==> config.mk <==
export PLATFORM = sky130hd
export DESIGN_NAME = case_folding_superfast_hash_unit
export DESIGN_NICKNAME = d
export VERILOG_FILES = /design/src/design/cfsh_pkg.sv /design/src/design/case_folding_superfast_hash_unit.sv /design/src/design/cfsh_round.sv /design/src/design/cfsh_avalanche.sv
export VERILOG_INCLUDE_DIRS = /design/src /design/src/design
export SDC_FILE = /design/constraint.sdc
export NUM_CORES = 1
export LEC_CHECK = 0
export ABC_CLOCK_PERIOD_IN_PS = 7850
export BUFFER_PORTS_ARGS = -buffer_cell sky130_fd_sc_hd__buf_2
export CELL_PAD_IN_SITES_DETAIL_PLACEMENT = 1
export CELL_PAD_IN_SITES_GLOBAL_PLACEMENT = 1
export CORE_UTILIZATION = 44
export CTS_CLUSTER_DIAMETER = 100
export CTS_CLUSTER_SIZE = 40
export DETAILED_ROUTE_END_ITERATION = 7
export GPL_ROUTABILITY_DRIVEN = 0
export GPL_TIMING_DRIVEN = 1
export PLACE_DENSITY = 0.82
export SKIP_LAST_GASP = 1
export SYNTH_ARGS = -nofsm -noshare
export SYNTH_HDL_FRONTEND = slang
export SYNTH_SLANG_ARGS = --single-unit
==> constraint.sdc <==
create_clock -name clk -period 7.85 [get_ports clk]
set_input_delay 0.3925 -clock clk [delete_from_list [all_inputs] [get_ports clk]]
set_output_delay 0.3925 -clock clk [all_outputs]
set_load 0.005 [all_outputs]
==> src/design/case_folding_superfast_hash_unit_defines.svh <==
// Assertion macros shared by the hash unit RTL.
`ifndef CASE_FOLDING_SUPERFAST_HASH_UNIT_DEFINES_SVH
`define CASE_FOLDING_SUPERFAST_HASH_UNIT_DEFINES_SVH

// Consequent checked in the same cycle as the antecedent.
`define CFSH_ASSERT_NOW(lbl, ante, cons, msg) \
  lbl: assert property (@(posedge clk) disable iff (rst) (ante) |-> (cons)) \
    else $error(msg);

// Consequent checked in the cycle after the antecedent.
`define CFSH_ASSERT_NEXT(lbl, ante, cons, msg) \
  lbl: assert property (@(posedge clk) disable iff (rst) (ante) |=> (cons)) \
    else $error(msg);

`endif

==> src/design/cfsh_pkg.sv <==
package cfsh_pkg;

  localparam int unsigned IN_TDATA_W = 72;
  localparam int unsigned HASH_W     = 32;

  localparam logic [7:0] CHAR_UPPER_A = 8'h41;
  localparam logic [7:0] CHAR_UPPER_Z = 8'h5A;
  localparam logic [7:0] CASE_OFFSET  = 8'h20;

  localparam logic [2:0] COUNT_FULL  = 3'd4;
  localparam logic [2:0] COUNT_THREE = 3'd3;
  localparam logic [2:0] COUNT_TWO   = 3'd2;
  localparam logic [2:0] COUNT_ONE   = 3'd1;

  typedef struct packed {
    logic        first;
    logic [30:0] message_length;
    logic [31:0] chunk;
    logic [2:0]  byte_count;
    logic        last;
  } item_t;

  // Lower-case fold, then sign-extend as a signed char.
  function automatic logic [31:0] fold_ext(input logic [7:0] b);
    logic [7:0] v;
    v = b;
    if (b >= CHAR_UPPER_A && b <= CHAR_UPPER_Z) begin
      v = b + CASE_OFFSET;
    end
    return {{24{v[7]}}, v};
  endfunction

  // 256 * first + second, on the sign-extended bytes.
  function automatic logic [31:0] half_word(input logic [15:0] pair);
    logic [31:0] hi;
    logic [31:0] lo;
    hi = fold_ext(pair[7:0]);
    lo = fold_ext(pair[15:8]);
    return (hi << 8) + lo;
  endfunction

endpackage

==> src/design/case_folding_superfast_hash_unit.sv <==
// A last word moves from the input register to the avalanche register to m_tdata.
// Throughput: one word per cycle; only a last word can wait on a stalled output.
// Stages: input register, round into the accumulator, avalanche register, output.
// Reset (rst, synchronous, active high): clears the accumulator and all valid flags.
`include "case_folding_superfast_hash_unit_defines.svh"

module case_folding_superfast_hash_unit (
  input  logic                            clk,
  input  logic                            rst,
  input  logic                            s_tvalid,
  output logic                            s_tready,
  // [30:0] message_length, [62:31] chunk, [65:63] byte_count, [71:66] zero
  input  logic [cfsh_pkg::IN_TDATA_W-1:0] s_tdata,
  // [0] first
  input  logic                            s_tuser,
  input  logic                            s_tlast,
  output logic                            m_tvalid,
  input  logic                            m_tready,
  // [31:0] hash_value
  output logic [cfsh_pkg::HASH_W-1:0]     m_tdata
);
  import cfsh_pkg::*;

  item_t       in_item;
  item_t       a_item;
  logic        a_valid;
  logic [31:0] acc;
  logic [31:0] round_hash;
  logic        b_valid;
  logic [31:0] b_hash;
  logic [31:0] aval_hash;
  logic        out_free;
  logic        b_free;
  logic        b_fire;
  logic        a_out_ok;
  logic        s_fire;

  always_comb begin
    in_item.first          = s_tuser;
    in_item.message_length = s_tdata[30:0];
    in_item.chunk          = s_tdata[62:31];
    in_item.byte_count     = s_tdata[65:63];
    in_item.last           = s_tlast;
  end

  cfsh_round u_round (
    .item (a_item),
    .acc  (acc),
    .hash (round_hash)
  );

  cfsh_avalanche u_avalanche (
    .h_in  (b_hash),
    .h_out (aval_hash)
  );

  // Each stage frees up when empty or when its word moves on.
  assign out_free = !m_tvalid || m_tready;
  assign b_fire   = b_valid && out_free;
  assign b_free   = !b_valid || out_free;
  assign a_out_ok = a_valid && (!a_item.last || b_free);
  assign s_tready = !a_valid || a_out_ok;
  assign s_fire   = s_tvalid && s_tready;

  always_ff @(posedge clk) begin
    if (rst) begin
      a_valid  <= 1'b0;
      b_valid  <= 1'b0;
      m_tvalid <= 1'b0;
      acc      <= '0;
    end else begin
      if (s_fire) begin
        a_valid <= 1'b1;
        a_item  <= in_item;
      end else if (a_out_ok) begin
        a_valid <= 1'b0;
      end

      if (a_out_ok) begin
        // drop the running hash once a message ends
        acc <= a_item.last ? '0 : round_hash;
      end

      if (a_out_ok && a_item.last) begin
        b_valid <= 1'b1;
        b_hash  <= round_hash;
      end else if (b_fire) begin
        b_valid <= 1'b0;
      end

      if (b_fire) begin
        m_tvalid <= 1'b1;
        m_tdata  <= aval_hash;
      end else if (m_tready) begin
        m_tvalid <= 1'b0;
      end
    end
  end

  `CFSH_ASSERT_NEXT(a_acc_cleared, a_out_ok && a_item.last, acc == '0, "accumulator not cleared after last word")
  `CFSH_ASSERT_NEXT(a_b_holds, b_valid && !out_free, b_valid && $stable(b_hash), "avalanche stage lost its word")
  `CFSH_ASSERT_NEXT(a_last_waits, a_valid && a_item.last && !b_free, a_valid && $stable(acc), "last word left while stage busy")
  `CFSH_ASSERT_NOW(a_mid_no_stall, a_valid && !a_item.last, a_out_ok, "word without last stalled")

endmodule

==> src/design/cfsh_round.sv <==
module cfsh_round (
  input  cfsh_pkg::item_t item,
  input  logic [31:0]     acc,
  output logic [31:0]     hash
);
  import cfsh_pkg::*;

  logic [2:0]  cnt_sat;
  logic [31:0] h0;
  logic [31:0] hw0;
  logic [31:0] hw1;
  logic [31:0] b0;
  logic [31:0] b2;
  logic [31:0] f1;
  logic [31:0] f2;
  logic [31:0] full_h;
  logic [31:0] t1;
  logic [31:0] t2;
  logic [31:0] t3;
  logic [31:0] three_h;
  logic [31:0] w2;
  logic [31:0] two_h;
  logic [31:0] o1;
  logic [31:0] o2;
  logic [31:0] one_h;

  always_comb begin
    cnt_sat = item.byte_count[2] ? COUNT_FULL : item.byte_count;
    h0      = item.first ? {1'b0, item.message_length} : acc;
    hw0     = half_word(item.chunk[15:0]);
    hw1     = half_word(item.chunk[31:16]);
    b0      = fold_ext(item.chunk[7:0]);
    b2      = fold_ext(item.chunk[23:16]);

    // main round
    f1     = h0 + hw0;
    f2     = (f1 << 16) ^ ((hw1 << 11) ^ f1);
    full_h = f2 + (f2 >> 11);

    // three-byte tail
    t1      = h0 + hw0;
    t2      = t1 ^ (t1 << 16);
    t3      = t2 ^ (b2 << 18);
    three_h = t3 + (t3 >> 11);

    // two-byte tail
    w2    = t1 ^ (t1 << 11);
    two_h = w2 + (w2 >> 17);

    // one-byte tail
    o1    = h0 + b0;
    o2    = o1 ^ (o1 << 10);
    one_h = o2 + (o2 >> 1);

    hash = h0;
    if (cnt_sat == COUNT_FULL) begin
      hash = full_h;
    end else if (item.last) begin
      case (cnt_sat)
        COUNT_THREE: hash = three_h;
        COUNT_TWO:   hash = two_h;
        COUNT_ONE:   hash = one_h;
        default:     hash = h0;
      endcase
    end
  end

endmodule

==> src/design/cfsh_avalanche.sv <==
module cfsh_avalanche (
  input  logic [31:0] h_in,
  output logic [31:0] h_out
);
  import cfsh_pkg::*;

  logic [31:0] s1;
  logic [31:0] s2;
  logic [31:0] s3;
  logic [31:0] s4;
  logic [31:0] s5;

  always_comb begin
    s1    = h_in ^ (h_in << 3);
    s2    = s1 + (s1 >> 5);
    s3    = s2 ^ (s2 << 4);
    s4    = s3 + (s3 >> 17);
    s5    = s4 ^ (s4 << 25);
    h_out = s5 + (s5 >> 6);
  end

endmodule
==> flow_summary_export.csv, run 1 <==
group,metric,value,unit
synthesis,yosysWarnings,0,
placement,dp.cells,3770,
synthesis,avgSynthCellArea,8.52,µm²
synthesis,syn_area,22500,µm²
synthesis,ys_seq_area_share,20.7,%
run_status,status,"did not finish",
global_route,antenna_found_initial,31,
floorplanning,initial_core_util,44.7,%
synthesis,synth_edf_count,132,
floorplanning,std_cell_rows,82,
placement,port_buffers,105,
floorplanning,chipHeight,228,µm
synthesis,yosysTopAreaCellShare,17.6,%
global_route,grt_max_degree,56,
synthesis,synth_cell_types,114,
clock_network,clk_path_buf_depth,2,
clock_network,h-tree-depth,4,
synthesis,postSynthNetCount,2963,
run_status,stop_stage,"global routing (5_1_grt)",
synthesis,ys_ff_latch,167,
global_route,overflow,189,
synthesis,synth_top_area_cell,"edfxtp_1",
synthesis,synthFlopType,"edfxtp_1",
clock_network,cts_sinks,167,
clock_network,clockRootBuffer,"clkbuf_16",
run_status,error,"[ERROR GRT-0232] Routing congestion too high. Check the congestion heatmap in the GUI.",
placement,hpwlAfterDp,77.9,mm
synthesis,yosys-top-cells-area,"edfxtp_1 (18%), ha_1 (13%), xnor2_1 (9.1%)",
floorplanning,pin_count,112,
synthesis,async_flop_share,0,%
synthesis,synth_most_common_cell,"xnor2_1",
synthesis,synth_cells,2640,
synthesis,yosys-top-cells-count,"xnor2_1 (235), ha_1 (234), a21oi_1 (204), nor2_1 (183), nand2_1 (166)",
timing,worst_path_end_type,"sequential cell input",
clock_network,cts_buffers,17,
floorplanning,die_x,228,µm
global_route,track_usage,72.7,%
clock_network,cts_hold_buf,0,
timing,crit_endpoint,"acc[24]$_SDFFE_PP0P_/D",
placement,placed_area,26800,µm²
timing repair:
action | in CTS
setup buffers | 30
gates resized for setup | 115
endpoints found under the setup margin | 53
hold endpoints to repair | 0
pin swaps | 59
per-layer routing:
layer,overflow,GRT usage (%)
met3,3,60.2
met2,111,88.7
met5,0,32.8
met4,69,75.1
met1,6,69.9
cells by family after synthesis:
family / count (synthesis) / synth area share (%)
AO/OA/AOI/OAI: 863 / 26.0
XOR/XNOR: 388 / 16.5
adder cells (fa/ha/maj): 245 / 14.0
buffers and inverters: 178 / 3.10
flip-flops: 167 / 20.7
multiplexers: 59 / 2.90
AND/OR/NAND/NOR: 740 / 16.8
per-stage QoR:
stage | setup WS (ns) | hold WS [ns] | utilization (%) | setup TNS, ns
2_1_floorplan | 0.0138 | 0.421 | - | 0
3_3_place_gp | -0.282 | 0.433 | 53.3 | -4.02
3_5_place_dp | -0.808 | 0.463 | 53.3 | -24.98
4_1_cts | 0.000135 | 0.0255 | 55.9 | 0
==> run 2, diff against run 1 <==
ABC_CLOCK_PERIOD_IN_PS = 10200   (was 7850)
CELL_PAD_IN_SITES_DETAIL_PLACEMENT = unset   (was 1)
CELL_PAD_IN_SITES_GLOBAL_PLACEMENT = unset   (was 1)
CORE_UTILIZATION = 40   (was 44)
CTS_CLUSTER_DIAMETER = unset   (was 100)
CTS_CLUSTER_SIZE = unset   (was 40)
PLACE_DENSITY = unset   (was 0.82)
PLACE_DENSITY_LB_ADDON = 0.15   (was unset)
clock period = 10.2 ns   (was 7.85 ns; I/O delays follow)
==> flow_summary_export.csv, run 2 <==
group,metric,value,unit
run_status,status,"completed",
synthesis,postSynthNetCount,2963,
timing,fin_crit,9.57,ns
clock_network,cts_sinks,167,
floorplanning,chipHeight,239,µm
layout,largest_register_ffs,68,
global_route,track_usage,27.3,%
layout,areaGrowthSynthToFinish,9.61,%
clock_network,clockRootBuffer,"clkbuf_16",
floorplanning,die_area,57200,µm²
synthesis,synth-adder-area-share,14.0,%
route,antenna_left,0,
synthesis,synth_xor_area_share,16.5,%
clock_network,clock_latency,0.49,ns
timing,worst_pin_slew,1.10,ns
hold_path,hold_class,"in2reg",
synthesis,yosysWarnings,0,
floorplanning,pin_count,112,
layout,layout_common_cells,"xnor2_1 (235), ha_1 (234), a21oi_1 (204)",
floorplanning,std_cell_rows,86,
synthesis,yosysTopAreaCellShare,17.6,%
synthesis,synth_cell_types,114,
setup_path,crit_top_cell,"a21oi_1",
clock_network,cts_hold_buf,0,
global_route,grt_max_degree,56,
route,firstDrtPassIters,6,
synthesis,avgSynthCellArea,8.52,µm²
synthesis,synthSimpleGateAreaFrac,16.8,%
setup_path,crit_fanout,11,
synthesis,yosys-top-cells-area,"edfxtp_1 (18%), ha_1 (13%), xnor2_1 (9.1%)",
route,num_vias,21400,
route,top_layer,"met4",
route,drt_iter0_drc,1875,
clock_network,h-tree-depth,4,
route,vias_per_cell,6.10,
route,met1_length,32.4,mm
layout,registers.top_by_ff_count,"a_item",
global_route,overflow,0,
synthesis,synthFlopType,"edfxtp_1",
synthesis,synth_top_area_cell,"edfxtp_1",
placement,hpwlAfterDp,64.2,mm
clock_network,cts_setup_buffers,0,
floorplanning,die_x,239,µm
layout,fin_util,44.6,%
route,wl,78.4,mm
clock_network,cts_resized,0,
setup_path,regToRegSetupSlack,0.63,ns
route,met2_length,36.2,mm
setup_path,slowest_stage,"xnor2_1",
timing,setup_viol,0,
layout,nNetsFinal,3071,
synthesis,ys_seq_area_share,20.7,%
layout,n_antenna_cell,0,
layout,nFillCells,5438,
clock_network,cts_buffers,17,
flow_run,max_cap_viol_count,0,
placement,placed_area,24100,µm²
synthesis,synth_top_family_by_area,"compound AO/OA/AOI/OAI gates",
timing,clock_skew,0.0224,ns
timing,setup_tns,0,ns
setup_path,crit_type,"reg2reg",
clock_network,cts_tree,"yes",
setup_path,critical_path.endpoint_type,"flop",
timing,finalCritPeriodShare,93.8,%
route,wl_met3,5.41,mm
floorplanning,initial_core_util,40.7,%
clock_network,clk_path_buf_depth,2,
route,drcViolationCount,0,
synthesis,async_flop_share,0,%
timing,rsz0062_at_grt,"false",
layout,instances_no_fill,3509,
synthesis,yosys-top-cells-count,"xnor2_1 (235), ha_1 (234), a21oi_1 (204), nor2_1 (183), nand2_1 (166)",
timing,finalMaxSlewViolations,0,
placement,dp.cells,3477,
global_route,grt_pass1_vias,20400,
layout,final_area,24700,µm²
setup_path,critPathLaunchType,"flop",
layout,layout_commonest_cell,"xnor2_1",
global_route,grt_pass1_wl,118,mm
timing,slew_headroom,26.1,%
layout,drive_above_1_share,10.5,%
synthesis,syn_area,22500,µm²
synthesis,ys_ff_latch,167,
synthesis,synthMuxAreaShare,2.90,%
timing,max_clock_freq,0.104,GHz
synthesis,synth-compound-area-share,26.0,%
setup_path,cpPeakStageDelay,0.64,ns
placement,port_buffers,105,
synthesis,synth_most_common_cell,"xnor2_1",
setup_path,required,10.58,ns
clock_network,clk_pin_slew,0.09,ns
floorplanning,core,55300,µm²
global_route,antenna_found_initial,0,
setup_path,cp.arrival,9.95,ns
timing,hold_viol_final,0,
synthesis,synth_edf_count,132,
route,wl_per_cell,22.3,µm
synthesis,synth_cells,2640,
run 2: cell counts after synthesis:
Identical to the previous run, type by type.
run 2: cell type report:
class                      count  area [µm²]  share of cell area [%]
clock buffer                  17         425                    1.73
clock inverter                15         156                   0.634
inverter                     114         428                    1.74
multi-input combinational   2295       17200                    69.6
sequential                   167        4660                    18.9
tap                          748         936                    3.80
timing repair buffer         153         886                    3.59
run 2: kinds of logic (layout without fill, tap and decap cells):
logic type,Yosys count,count (layout)
flip-flops,167,167
XOR/XNOR,388,388
buffers and inverters,178,299
AND/OR/NAND/NOR,740,740
adder cells (fa/ha/maj),245,245
multiplexers,59,59
AO/OA/AOI/OAI,863,863
run 2: critical path: cells and delay by family (launching register included):
kind / cells / cell delay [ns]
buffers and inverters: 1 / 0.25
AO/OA/AOI/OAI: 20 / 4.44
flip-flops: 1 / 0.42
adder cells (fa/ha/maj): 3 / 1.13
AND/OR/NAND/NOR: 7 / 2.23
XOR/XNOR: 4 / 1.01
run 2: metal layers:
layer | vias up | global-route usage [%]
li1 | 10200 | -
met2 | 870 | 45.0
met5 | - | 0
met3 | 204 | 4.04
met1 | 10200 | 34.2
met4 | 0 | 14.5
run 2: final timing paths:
path | startpoint | to | depth (start not counted)
setup reg to reg | a_item[15] | acc[29] | 35
setup / recovery | a_item[15] | acc[29] | 35
hold reg to reg | acc[23] | acc[23] | 2
hold / removal | s_tdata[18] | a_item[54] | 1
run 2: stage by stage:
step	setup WS, ns	hold slack, ns
floorplan	1.87	0.421
global placement	0.929	0.434
detailed placement	0.826	0.442
CTS	0.775	0.153
global route	0.108	0.170
finish	0.630	0.182
Power of run 2 is left out: the tool's default activity adds up to more than one toggle a clock period on the data nets, which glitch-free logic cannot reach.
==> run 3, diff against run 2 <==
PLACE_DENSITY = 0.53   (was unset)
PLACE_DENSITY_LB_ADDON = unset   (was 0.15)
==> flow_summary_export.csv, run 3 (same netlist as run 2, synthesis figures left out) <==
group,metric,value,unit
layout,largest_register_ffs,68,
setup_path,startpoint,"a_item[13]",
floorplanning,die_area,57200,µm²
hold_path,hold_class,"in2reg",
floorplanning,core,55300,µm²
placement,port_buffers,105,
clock_network,clockRootBuffer,"clkbuf_16",
setup_path,critPathBufInv,3,
timing,hold_viol_final,0,
setup_path,required,10.43,ns
setup_path,critPathLaunchType,"flop",
setup_path,regToRegSetupSlack,0.69,ns
setup_path,cpPeakStageDelay,0.58,ns
clock_network,clock_latency,0.49,ns
layout,layout_commonest_cell,"ha_1",
floorplanning,die_x,239,µm
clock_network,cts_tree,"yes",
timing,setup_viol,0,
route,vias_per_cell,6.05,
setup_path,slowest_stage,"a221oi_1",
clock_network,h-tree-depth,4,
timing,rsz0062_at_grt,"false",
floorplanning,initial_core_util,40.7,%
global_route,grt_pass1_wl,118,mm
clock_network,cts_sinks,167,
clock_network,cts_setup_buffers,0,
layout,fin_util,44.5,%
layout,n_antenna_cell,0,
layout,registers.top_by_ff_count,"a_item",
global_route,antenna_found_initial,0,
timing,clock_skew,0.0148,ns
setup_path,crit_type,"reg2reg",
layout,nNetsFinal,3062,
timing,setup_tns,0,ns
timing,max_clock_freq,0.105,GHz
global_route,grt_max_degree,56,
setup_path,cp.arrival,9.74,ns
setup_path,r2r-start,"a_item[13]",
clock_network,cts_buffers,17,
setup_path,crit_fanout,11,
floorplanning,chipHeight,239,µm
global_route,overflow,0,
setup_path,critical_path.endpoint_type,"flop",
placement,hpwlAfterDp,64.0,mm
timing,layout_setup_ws,0.694,ns
hold_path,holdCritStartpoint,"s_tdata[54]",
layout,drive_above_1_share,10.2,%
timing,slew_headroom,14.0,%
layout,layout_common_cells,"ha_1 (234), xnor2_1 (233), a21oi_1 (204)",
global_route,track_usage,27.3,%
clock_network,clk_path_buf_depth,2,
route,wl,78.4,mm
placement,post-place-ws,0.627,ns
setup_path,cp_top_family,"compound AO/OA/AOI/OAI gates",
layout,areaGrowthSynthToFinish,9.36,%
floorplanning,std_cell_rows,86,
flow_run,max_cap_viol_count,0,
route,num_vias,21200,
run_status,status,"completed",
floorplanning,pin_count,112,
clock_network,clk_pin_slew,0.08,ns
timing,finalMaxSlewViolations,0,
route,firstDrtPassIters,6,
global_route,grt_pass1_vias,20500,
timing,finalCritPeriodShare,93.2,%
route,antenna_left,0,
route,drcViolationCount,0,
timing,fin_crit,9.51,ns
route,wl_per_cell,22.4,µm
route,drt_iter0_drc,1861,
timing,worst_pin_slew,1.28,ns
## run 3: cell types whose count changed in the layout (fill, tap and decap cells not counted), sizes merged
cell,change
inv,-4
clkinv,-2
clkbuf,+2
buf,-9
clkinvlp,+3
bufinv,+1
## run 3: final timing paths
kind / endpoint / depth (start not counted)
max: b_hash[21] / 36
min: a_item[27] / 1
max reg2reg: b_hash[21] / 36
min reg2reg: acc[25] / 2
## run 3: cell type report
cell class                 instances  area, µm²
clock buffer                      19        433
clock inverter                    13        124
fill                            5588      30700
inverter                         114        430
multi-input combinational       2295      17200
sequential                       167       4660
tap                              748        936
timing repair buffer             144        831
## run 3: timing repair
item                       CTS  global route
setup endpoints to repair    0            10
gates resized for setup      0             5
hold buffers                 0             0
## run 3: per-layer routing
layer	global-route usage, %	wire, µm
met1	34.1	33000
met5	0	0
met3	4.53	5320
met4	12.2	3660
met2	45.8	36400
## run 3: per-stage QoR
step	cell area [µm²]	hold slack, ns	std cells
floorplan	22500	0.421	2640
global placement	24000	0.443	3468
detailed placement	24000	0.450	3468
CTS	24600	0.171	3500
global route	24600	0.180	3500
finish	24600	0.191	3500
Power of run 3 is left out for the same reason.
==> run 4, diff against run 3 <==
ABC_AREA = 1   (was unset)
==> flow_summary_export.csv, run 4 <==
group,metric,value,unit
placement,dp.cells,4037,
route,wl,82.6,mm
global_route,grt_max_degree,56,
clock_network,cts_buffers,17,
timing,clock_skew,0.0158,ns
placement,placed_area,23900,µm²
global_route,overflow,0,
timing,setup_viol,0,
route,firstDrtPassIters,8,
placement,port_buffers,105,
synthesis,async_flop_share,0,%
route,vias_per_cell,5.52,
clock_network,clk_pin_slew,0.08,ns
layout,registers.top_by_ff_count,"a_item",
setup_path,crit_top_cell,"a21oi_1",
synthesis,ys_seq_area_share,20.8,%
global_route,grt_pass1_vias,21300,
layout,nNetsFinal,3631,
timing,rsz0062_at_grt,"false",
layout,largest_register_ffs,68,
setup_path,required,10.61,ns
floorplanning,std_cell_rows,86,
synthesis,avgSynthCellArea,7.00,µm²
route,antenna_left,0,
run_status,status,"completed",
route,num_vias,22400,
clock_network,cts_hold_buf,0,
route,wl_per_cell,20.3,µm
global_route,track_usage,28.9,%
timing,finalMaxSlewViolations,0,
timing,slew_headroom,21.6,%
synthesis,synth_edf_count,132,
layout,drive_above_1_share,12.9,%
synthesis,synth_most_common_cell,"nand2_1",
layout,areaGrowthSynthToFinish,9.05,%
timing,worst_pin_slew,1.17,ns
route,drt_iter0_drc,2019,
flow_run,max_cap_viol_count,0,
synthesis,yosysTopAreaCellShare,17.6,%
clock_network,clk_path_buf_depth,2,
floorplanning,core,55300,µm²
setup_path,slowest_stage,"o21ai_0",
clock_network,cts_setup_buffers,0,
hold_path,hold_class,"in2reg",
floorplanning,initial_core_util,40.6,%
synthesis,syn_area,22500,µm²
global_route,antenna_found_initial,1,
timing,setup_tns,0,ns
layout,n_antenna_cell,0,
setup_path,critPathLaunchType,"flop",
layout,instances_no_fill,4069,
clock_network,cts_sinks,167,
setup_path,critical_path.endpoint_type,"flop",
floorplanning,chipHeight,239,µm
synthesis,yosys-top-cells-area,"edfxtp_1 (18%), ha_1 (13%), nand2_1 (12%)",
setup_path,crit_fanout,10,
layout,nFillCells,5734,
synthesis,yosysWarnings,0,
timing,finalCritPeriodShare,84.3,%
clock_network,clock_latency,0.49,ns
synthesis,yosys-top-cells-count,"nand2_1 (742), inv_1 (345), a21oi_1 (319), ha_1 (234), nand3_1 (226)",
timing,fin_crit,8.59,ns
synthesis,postSynthNetCount,3532,
floorplanning,die_area,57100,µm²
timing,hold_viol_final,0,
clock_network,cts_resized,0,
clock_network,clockRootBuffer,"clkbuf_16",
synthesis,synthFlopType,"edfxtp_1",
synthesis,synth_cells,3209,
clock_network,cts_tree,"yes",
timing,max_clock_freq,0.116,GHz
route,drcViolationCount,0,
layout,layout_common_cells,"nand2_1 (742), inv_1 (345), a21oi_1 (319)",
layout,layout_commonest_cell,"nand2_1",
setup_path,cpPeakStageDelay,0.66,ns
setup_path,cp.arrival,9.01,ns
placement,hpwlAfterDp,68.7,mm
synthesis,synth_top_area_cell,"edfxtp_1",
synthesis,ys_ff_latch,167,
layout,final_area,24500,µm²
floorplanning,die_x,239,µm
clock_network,h-tree-depth,4,
global_route,grt_pass1_wl,123,mm
setup_path,regToRegSetupSlack,1.61,ns
synthesis,synth_cell_types,64,
setup_path,crit_type,"reg2reg",
floorplanning,pin_count,112,
-- run 4: path summary, 6_finish.rpt --
kind                endpoint  cells after the start        start
setup reg to reg     acc[13]                     45   a_item[16]
setup / recovery     acc[13]                     45   a_item[16]
hold reg to reg       acc[3]                      2       acc[3]
hold / removal    a_item[25]                      1  s_tdata[52]
-- run 4: metrics by stage --
step	hold slack, ns	worst slack (ns)	util (%)
after floorplan	0.441	3.29	-
after global placement	0.450	2.06	43.1
after global routing	0.161	0.969	44.3
final	0.187	1.61	44.3
after detailed placement	0.455	1.95	43.1
after CTS	0.135	1.91	44.3
-- run 4: kinds of logic (layout without fill, tap and decap cells) --
group / count (synthesis) / in the layout / synth area share, %
and+or+nand+nor: 1435 / 1435 / 29.5
AOI/OAI and AO/OA: 639 / 639 / 16.1
buffers and inverters: 439 / 551 / 7.64
xor gates and xnor gates: 280 / 280 / 11.7
adders and majority gates: 245 / 245 / 14.0
DFF: 167 / 167 / 20.8
muxes: 4 / 4 / 0.178
-- run 4: per-layer routing --
| metal | up-vias | track usage (%) | routed length, µm |
|---|---|---|---|
| li1 | 11000 | - | - |
| met3 | 144 | 3.63 | 4930 |
| met5 | - | 0 | 0 |
| met2 | 766 | 46.2 | 36700 |
| met4 | 0 | 13.4 | 3710 |
| met1 | 10500 | 38.6 | 37200 |
-- run 4: area by class of cell --
| type | instances | area [µm²] | area share [%] |
|---|---|---|---|
| repair buffers | 123 | 661 | 2.70 |
| multi-input cells | 2603 | 16100 | 65.7 |
| flip-flops and latches | 167 | 4660 | 19.0 |
| well taps | 748 | 936 | 3.82 |
| inverters | 396 | 1490 | 6.07 |
| clock inverters | 15 | 218 | 0.889 |
| clock buffers | 17 | 425 | 1.74 |
-- run 4: worst max-delay path: cells and delay by family (launching register included) --
family                   cells  cell delay (ns)
AO/OA/AOI/OAI               18             3.88
AND/OR/NAND/NOR             17             2.01
adder cells (fa/ha/maj)      3             1.02
buffers and inverters        5             0.59
XOR/XNOR                     2             0.55
flip-flops                   1             0.46
Power of run 4 is left out for the same reason.
